--- config.mk ---
export PLATFORM = sky130hd
export DESIGN_NAME = tnc_rate_cfg
export DESIGN_NICKNAME = d
export VERILOG_FILES = /design/src/rtl/tnc_pkg.sv /design/src/rtl/tnc_rate_cfg.sv
export SDC_FILE = /design/constraint.sdc
export NUM_CORES = 1
export LEC_CHECK = 0
export BUFFER_PORTS_ARGS = -buffer_cell sky130_fd_sc_hd__clkbuf_2
export CAP_MARGIN = 0
export CORE_AREA = 4 4 234 213
export CTS_BUF_LIST = sky130_fd_sc_hd__clkbuf_2
export DETAILED_ROUTE_END_ITERATION = 6
export DIE_AREA = 0 0 238 217
export GPL_TIMING_DRIVEN = 0
export PLACE_DENSITY = 0.49
export SETUP_SLACK_MARGIN = 0.15
export SLEW_MARGIN = 20
export SYNTH_ARGS = -nofsm -noshare
export SYNTH_HDL_FRONTEND = slang
export SYNTH_SLANG_ARGS = --single-unit
export TNS_END_PERCENT = 10
--- constraint.sdc ---
create_clock -name clock -period 8.12 [get_ports clock]
set_clock_uncertainty 0.05 [all_clocks]
set_input_delay 2.436 -clock clock [delete_from_list [all_inputs] [get_ports clock]]
set_output_delay 2.436 -clock clock [all_outputs]
set_load 0.02 [all_outputs]
--- src/rtl/tnc_pkg.sv ---
// shared constants and types of the tick to nanosecond converter
package tnc_pkg;

   localparam int WORD_BITS = 64;
   localparam int HALF_BITS = 32;
   // width of both dividends: 10^9 * 2^32 and lo * 10^9 stay below 2^62
   localparam int DIV_BITS  = 62;
   localparam int CNT_BITS  = $clog2(DIV_BITS + 1);
   localparam int IDX_BITS  = $clog2(DIV_BITS);

   localparam logic [29:0] NANOS_IN_SECOND = 30'd1000000000;
   localparam logic [WORD_BITS-1:0] RATE_RESET = 64'd1000000000;
   localparam logic [DIV_BITS-1:0] SCALE_NUM = {2'b00, NANOS_IN_SECOND, 30'd0} << 2;
   localparam logic [DIV_BITS-1:0] SCALE_RESET = DIV_BITS'(1) << HALF_BITS;

   typedef struct packed {
      logic [WORD_BITS-1:0] part_hi;
      logic                 ovf;
   } side_type;

endpackage

--- src/rtl/tnc_rate_cfg.sv ---
// tick rate register and iterative divider for the high-half scale
module tnc_rate_cfg import tnc_pkg::*; (
   input  logic                 clock,
   input  logic                 reset,
   input  logic                 csr_write_en,
   input  logic [WORD_BITS-1:0] csr_write_data,
   output logic [WORD_BITS-1:0] rate,
   output logic [DIV_BITS-1:0]  scale,
   output logic                 scale_busy
);

   logic [WORD_BITS-1:0] rate_ff;
   logic [CNT_BITS-1:0]  cnt_ff;
   logic [WORD_BITS-1:0] rem_ff;
   logic [WORD_BITS-1:0] rem_in;
   logic [DIV_BITS-1:0]  quo_ff;
   logic [IDX_BITS-1:0]  bit_idx;
   logic [WORD_BITS:0]   r_ext;
   logic [WORD_BITS:0]   diff;

   assign bit_idx = IDX_BITS'(cnt_ff - CNT_BITS'(1));
   assign r_ext   = {rem_ff, SCALE_NUM[bit_idx]};
   assign diff    = r_ext - {1'b0, rate_ff};
   assign rem_in  = diff[WORD_BITS] ? r_ext[WORD_BITS-1:0] : diff[WORD_BITS-1:0];

   always_ff @(posedge clock) begin
      if (reset) begin
         rate_ff <= RATE_RESET;
         cnt_ff  <= '0;
         quo_ff  <= SCALE_RESET;
      end else if (csr_write_en) begin
         rate_ff <= csr_write_data;
         cnt_ff  <= CNT_BITS'(DIV_BITS);
         quo_ff  <= '0;
      end else if (cnt_ff != '0) begin
         cnt_ff <= cnt_ff - CNT_BITS'(1);
         quo_ff <= {quo_ff[DIV_BITS-2:0], ~diff[WORD_BITS]};
      end
   end

   // remainder restarts at zero on every write
   always_ff @(posedge clock) begin
      if (csr_write_en) begin
         rem_ff <= '0;
      end else if (cnt_ff != '0) begin
         rem_ff <= rem_in;
      end
   end

   assign rate       = rate_ff;
   assign scale      = quo_ff;
   assign scale_busy = (cnt_ff != '0);

endmodule

# --- After elaboration in Yosys (flattened, before gate mapping) ---
# Memories as Yosys holds them, arrays and structs flattened.
# Index checks and enable logic that the tools add are counted.
op_classes:
  add_sub_neg: 2
  n_mul: 0
  div_mod_pow: 0
  magnitude_cmp: 1
  eq_ne: 0
  shift: 0
  muxes: 6
  bitwise_logic: 1
  n_reduce_logical: 3
op_table:
  columns: ["op", "count"]
  rows:
  - ["33-bit 2-to-1 mux", 2]
  - ["65-bit by 64-bit subtractor with 65-bit output", 1]
  - ["64-bit 2-to-1 mux", 1]
  - ["6-bit 2-to-1 mux", 2]
  - ["6-bit by 7-bit less-than comparator with 1-bit output (second input constant)", 1]
  - ["6-bit nonzero test", 1]
  - ["6-bit by 1-bit subtractor with 6-bit output (second input constant)", 1]
  - ["2-bit nonzero test", 1]
  - ["2-bit OR reduction", 1]
  - ["1-bit 2-to-1 mux", 1]
  - ["1-bit inverter", 1]
word_totals:
  reg_bits: 196
  latchBits: 0
  mem_bits_rw: 0
  rom_bits: 64
  input_bits: 67
  n_memories: 1
memory_table:
  columns: ["memory", "words", "width", "rd", "rd_ports_with_merged_regs", "write_ports", "line_no", "rtl"]
  rows:
  - ["(name not given)", 64, 1, 1, 0, 0, "tnc_rate_cfg.sv:22", "assign r_ext = {rem_ff, SCALE_NUM[bit_idx]};"]

# --- Logic depth before layout (Yosys ltp) ---
# Gate-level depths: netlist of run 1.
logic_depth:
  depth_word: 7
  ltp_mapped: 22
  mapped_depth_nobuf: 20

# --- Least setup slack after synthesis of run 1 ---
# Ideal clock, no wire load.
synth_timing:
  path_kind: "register -> output"
  start: "register cnt_ff[3]"
  end: "output port scale_busy"
  arrival_ns: 1.446
  path_slack_ns: 4.188
  stages_incl_launch_ff: 7
  path_buffers: 3
  cell_sequence: "dfxtp_1 clkbuf_1 nor3_1 and3b_1 clkbuf_1 inv_2 clkbuf_1"
synth_via:
  elab_chain_len: 1
synth_rtl:
  columns: ["item", "line_no", "rtl"]
  rows:
  - ["start: declaration", "tnc_rate_cfg.sv:13", "logic [CNT_BITS-1:0] cnt_ff;"]
  - ["start signal: assignment", "tnc_rate_cfg.sv:33", "cnt_ff <= CNT_BITS'(DIV_BITS);"]
  - ["start signal: assignment", "tnc_rate_cfg.sv:36", "cnt_ff <= cnt_ff - CNT_BITS'(1);"]
  - ["6-bit nonzero test", "tnc_rate_cfg.sv:52", "assign scale_busy = (cnt_ff != '0);"]
  - ["end: declaration", "tnc_rate_cfg.sv:9", "output logic scale_busy"]
# No other way between the ends.

# --- Worst setup path in the final report of run 1 ---
layout_timing:
  start: "register cnt_ff[0]"
  end: "output port scale_busy"
# Same word-level chain as after synthesis.

==> run summary, run 1 <==
IO Pins: 194
Tmin final: 6.00 ns
worst-margin pin slew: 0.995 ns
Final TNS setup: 0 ns
post-synthesis instance total: 1522
CORE AREA: 0.0475 mm^2
via count: 11554
Final nets: 1868
GR Util All Layers: 16.3%
CTS tree: done
layout cells sized above 1: 15.5%
gr ovfl total: 0
Power Density: 376 mW/mm^2
most common cell after layout, fill and taps aside: nand2_1
# hold bufs at CTS: 0
internal reg-to-reg setup slack: 3.20 ns
Die H: 217 um
final period utilization: 73.9%
Post-synth EDFFs: 0
CTS resizes: 0
leakage: 6.04 nW
final hold violations: 0
Critical Path AT: 3.52 ns
Synth Flop Type: dfxtp_1
register bit total from synthesis: 196
clock root buffer: clkbuf_2
pin count of the biggest net entering global routing: 19
Die Area: 0.0516 mm^2
final setup vio count: 0
first-pass GRT wire length: 65400 um
Remaining DRCs: 0
TritonCTS Sinks: 196
clock-pin slew on the worst setup and hold paths: 0.31 ns
Critical Path RT: 5.63 ns
commonest non-fill, non-tap cells in the layout: nand2_1, clkbuf_2, dfxtp_1
status: complete, no violations
Netlist cell types: 78
Syn Nets: 1657
Clock Latency Late Sink: 1.11 ns
Crit. End Element: primary output
dpl ws: 3.28 ns
1st-iter DRT viols: 873
worst rel slew slack: 33.7%
Layout area overhead: 17.4%
Synth async-reset ratio: 0%
post-CTS setup buffer count: 0
Inserted Clock Buffers: 17
max-cap violations: 0
Setup CP Type: reg2out
post-DP HPWL: 32900 um
final slew viol count: 0
DR WL/cell: 18.0 um
Max FO, Critical Path: 10
vias in the first global route: 11128
gpl congestion: 0.917
setup ws final: 2.12 ns
worst vdd ir: 292 uV
initial antenna violation count: 2
cell area after placement: 0.0135 mm^2
fin area: 0.0138 mm^2
CTS max path bufs: 2
Die W: 238 um
Synth Cell Area: 0.0117 mm^2
Ys Warns: 0
H-tree depth: 4
Final ANT Viol Nets: 0
Hold WC Path Type: reg2reg
Avg Inst Size Synth: 7.72 um^2
Initial Utilization: 24.7%
Rows: 76
Layout fillers: 5276
Fmax: 0.167 GHz
Worst setup SP type: register
final WL: 42800 um
Via density: 4.86
PortBufs: 192
register area share after synthesis: 33.4%
RSZ-0062 raised after global routing: no
drt first pass iters: 5
-- stage by stage --
| step | hold slack, ns | utilization, % | total power, mW | cells |
|---|---|---|---|---|
| after floorplan | 0.399 | - | 3.65 | 1522 |
| after global placement | 0.394 | 28.4 | 4.53 | 2338 |
| after detailed placement | 0.404 | 28.4 | 4.54 | 2338 |
| after CTS | 0.427 | 29.0 | 5.18 | 2370 |
| after global routing | 0.433 | 29.0 | 5.60 | 2376 |
| final | 0.425 | 29.0 | 5.18 | 2376 |
-- cells by family after synthesis --
logic type,Yosys count,share of synthesized area (%)
AOI/OAI and AO/OA,436,25.0
xor gates and xnor gates,59,4.40
adders and majority gates,68,7.31
buffers and inverters,186,6.40
DFF,196,33.4
muxes,55,4.70
and+or+nand+nor,522,18.8
-- critical path: stages (launching register included) --
cell	delay [ns]
dfxtp_1	0.43
inv_1	0.14
ha_1	0.23
and3b_1	0.20
clkbuf_1	0.22
inv_2	0.27
clkbuf_1	0.63
clkbuf_2	0.31
-- path summary, 6_finish.rpt --
check | start | endpoint | cells after the start
max | cnt_ff[0]$_SDFFE_PP0N_ | scale_busy | 7
min | scale[61]$_SDFFE_PP0N_ | scale[61]$_SDFFE_PP0N_ | 2
max reg2reg | cnt_ff[0]$_SDFFE_PP0N_ | rem_ff[19]$_SDFFE_PP0N_ | 20
min reg2reg | scale[61]$_SDFFE_PP0N_ | scale[61]$_SDFFE_PP0N_ | 2
-- cell usage after synthesis, drive strengths merged (4+ instances only) --
master / count / share of area (%)
a311oi: 33 / 2.5
dfxtp: 196 / 33
a31oi: 7 / 0.50
xnor2: 36 / 2.7
a211oi: 19 / 1.2
nor3: 23 / 1.0
o21a: 15 / 1.1
ha: 67 / 7.1
and4: 5 / 0.37
a21boi: 4 / 0.35
nand2: 266 / 8.5
mux2i: 54 / 4.6
nand4: 20 / 1.1
a2111oi: 4 / 0.56
clkbuf: 73 / 2.3
nand2b: 4 / 0.28
o21bai: 9 / 0.58
buf: 30 / 1.4
a21oi: 164 / 7.0
xor2: 23 / 1.7
o31ai: 6 / 0.38
a21o: 42 / 2.7
nand3: 21 / 0.89
and3: 11 / 0.59
inv: 83 / 2.7
o211a: 14 / 1.3
o21ai: 57 / 2.5
o211ai: 22 / 1.4
nor2: 151 / 4.8
nor2b: 5 / 0.27
and2: 5 / 0.27
o22ai: 9 / 0.48
-- report_power, final --
group          switching, mW  internal [mW]
Clock                  0.413          0.186
Sequential             0.142           1.12
Combinational           2.06           1.25
-- flip-flops by register name, indices dropped and copies added (netlist names) --
signal / cells
rate: 64
cnt_ff: 6
scale: 62
rem_ff: 64
-- metal layers --
layer  global-route usage (%)  vias up  wire, um
met5                        0        -         0
met3                     3.90       52      2370
li1                         -     5771         -
met4                     4.66        0       782
met2                     25.9      303     19500
met1                     22.2     5428     20200
-- layout make-up --
| cell class | instances | area [um^2] | share of cell area, % |
|---|---|---|---|
| clock inverters | 14 | 191 | 1.39 |
| well taps | 624 | 781 | 5.66 |
| clock buffers | 18 | 90.1 | 0.654 |
| plain buffers | 103 | 442 | 3.20 |
| repair buffers | 192 | 961 | 6.97 |
| flip-flops and latches | 196 | 3920 | 28.5 |
| diodes | 6 | 15.0 | 0.109 |
| multi-input cells | 1140 | 7070 | 51.3 |
| inverters | 83 | 312 | 2.26 |
(Power assumes the default switching activity.)
==> run 2, diff against run 1 <==
--- a/config.mk
+++ b/config.mk
@@ -12,7 +12,7 @@
 export DETAILED_ROUTE_END_ITERATION = 6
 export DIE_AREA = 0 0 238 217
 export GPL_TIMING_DRIVEN = 0
-export PLACE_DENSITY = 0.49
+export PLACE_DENSITY = 0.5
 export SETUP_SLACK_MARGIN = 0.15
 export SLEW_MARGIN = 20
 export SYNTH_ARGS = -nofsm -noshare
==> constraint.sdc (replaced) <==
create_clock -name clock -period 5.16 [get_ports clock]
set_clock_uncertainty 0.05 [all_clocks]
set_input_delay 1.548 -clock clock [delete_from_list [all_inputs] [get_ports clock]]
set_output_delay 1.548 -clock clock [all_outputs]
set_load 0.02 [all_outputs]
==> run 2 against run 1 <==
  * Final cell count shrank 0.13%
  * First-iteration DRC count grew 3.7%
  * Cell area shrank 0.36%
  * Largest power group unchanged
  * Critical path type unchanged
  * Count of clock-buffer cells in the layout is the same
  * Combinational power grew 58%
  * Total power grew 55%
  * Flip-flop and latch count is the same
  * Clock power grew 36%
  * Hold slack lost 0.025 ns
  * Global-route usage shrank 0.066 points
  * Sequential power grew 58%
  * Die area is the same
==> run summary, run 2 (synthesis results as in run 1) <==
pin count of the biggest net entering global routing: 18 (-1)
layout cells sized above 1: 15.6% (+0.18 points)
Power Density: 585 mW/mm^2 (+56%)
max-cap violations: 0 (unchanged)
PortBufs: 192 (unchanged)
hold_ws: 0.400 ns (-0.0253 ns)
most common cell after layout, fill and taps aside: nand2_1
status: complete, no violations
Max FO, Critical Path: 10 (unchanged)
initial antenna violation count: 2 (unchanged)
Final TNS setup: 0 ns (unchanged)
Final ANT Viol Nets: 0 (unchanged)
Die W: 238 um (unchanged)
H-tree depth: 4 (unchanged)
post-CTS setup buffer count: 0 (unchanged)
Hold WC Path Type: reg2reg
dpl ws: 0.376 ns (-2.90 ns)
CTS max path bufs: 2 (unchanged)
overall power: 8.04 mW (+55%)
clock root buffer: clkbuf_2
RSZ-0062 raised after global routing: yes
setup ws final: 0.414 ns (-1.70 ns)
final setup vio count: 0 (unchanged)
first-pass GRT wire length: 65100 um (-0.45%)
post-DP HPWL: 32800 um (-0.28%)
GR Util All Layers: 16.3% (-0.066 points)
gr ovfl total: 0 (unchanged)
final slew viol count: 0 (unchanged)
leakage: 6.00 nW (-0.62%)
internal reg-to-reg setup slack: 0.46 ns (-2.74 ns)
via count: 11662 (+0.93%)
final WL: 42900 um (+0.24%)
commonest non-fill, non-tap cells in the layout: nand2_1, clkbuf_2, dfxtp_1
TritonCTS Sinks: 196 (unchanged)
Die Area: 0.0516 mm^2 (unchanged)
final hold violations: 0 (unchanged)
Critical Path AT: 3.15 ns (-0.37 ns)
Final nets: 1868 (unchanged)
Inserted Clock Buffers: 17 (unchanged)
Rows: 76 (unchanged)
Fmax: 0.211 GHz
Critical Path RT: 3.56 ns (-2.07 ns)
Clock Latency Late Sink: 1.07 ns (-0.04 ns)
vias in the first global route: 11205 (+0.69%)
CTS tree: done
CORE AREA: 0.0475 mm^2 (unchanged)
Crit. End Element: primary output
worst-margin pin slew: 0.983 ns (-0.0118 ns)
DR WL/cell: 18.1 um (+0.36%)
Remaining DRCs: 0 (unchanged)
IO Pins: 194 (unchanged)
Initial Utilization: 24.7% (unchanged)
worst vdd ir: 436 uV (+49%)
gpl congestion: 0.904 (-1.4%)
Worst setup SP type: register
# hold bufs at CTS: 0 (unchanged)
Die H: 217 um (unchanged)
1st-iter DRT viols: 905 (+3.7%)
Tmin final: 4.75 ns
drt first pass iters: 6 (+1)
worst rel slew slack: 34.5% (+0.79 points)
final period utilization: 92.0%
Layout area overhead: 16.9%
Setup CP Type: reg2out
Via density: 4.91 (+1.1%)
clock-pin slew on the worst setup and hold paths: 0.32 ns (about the same)
-- run 2: changes by cell type in the layout (fill, tap and decap cells not counted), sizes merged --
| cell | before | now |
|---|---|---|
| clkbuf | 283 | 285 |
| bufinv | 3 | 1 |
| diode | 6 | 4 |
| clkinv | 4 | 2 |
| buf | 30 | 28 |
| clkinvlp | 2 | 7 |
| inv | 88 | 86 |
-- run 2: worst max-delay path, stage by stage (launching register included) --
cell and delay, ns:
dfxtp_1 0.38, clkbuf_1 0.27, nor3_1 0.13, and3b_1 0.23
clkbuf_2 0.20, inv_2 0.25, clkbuf_2 0.40, clkbuf_2 0.26
-- run 2: area by class of cell --
cell class | instances | area [um^2]
diodes | 4 | 10.0
plain buffers | 103 | 447
clock buffers | 18 | 90.1
clock inverters | 13 | 130
fillers | 5209 | 33700
inverters | 83 | 312
multi-input cells | 1140 | 7080
flip-flops and latches | 196 | 3920
well taps | 624 | 781
repair buffers | 192 | 961
-- run 2: stage by stage --
| stage | cells | util [%] | instance area, um^2 |
|---|---|---|---|
| after floorplan | 1522 | - | 11700 |
| after global placement | 2338 | 28.4 | 13500 |
| final | 2373 | 28.9 | 13700 |
| after CTS | 2369 | 28.9 | 13700 |
| after detailed placement | 2338 | 28.4 | 13500 |
| after global routing | 2372 | 28.9 | 13700 |
-- run 2: what timing repair did --
item | in CTS | in global routing
gates resized for setup | 2 | 3
gates cloned | 0 | 0
endpoints found under the setup margin | 1 | 49
endpoints found under the hold margin | 0 | 0
-- run 2: path summary, 6_finish.rpt --
kind                                from                endpoint  depth (start not counted)
setup / recovery  cnt_ff[3]$_SDFFE_PP0P_              scale_busy                          7
hold reg to reg   scale[18]$_SDFFE_PP0N_  scale[19]$_SDFFE_PP0N_                          2
setup reg to reg  cnt_ff[0]$_SDFFE_PP0N_  rem_ff[8]$_SDFFE_PP0N_                         20
hold / removal    scale[18]$_SDFFE_PP0N_  scale[19]$_SDFFE_PP0N_                          2
-- run 2: metal layers --
| metal | global-route usage (%) | part of all wire (%) |
|---|---|---|
| met1 | 22.2 | 48 |
| met2 | 25.6 | 44 |
| met3 | 3.79 | 5.7 |
| met4 | 5.01 | 2.3 |
| met5 | 0 | 0 |
-- run 2: power by group --
part	internal, mW	switching [mW]	leakage [nW]
registers	1.76	0.226	1.60
clock network	0.182	0.635	0.116
logic	1.98	3.25	4.28
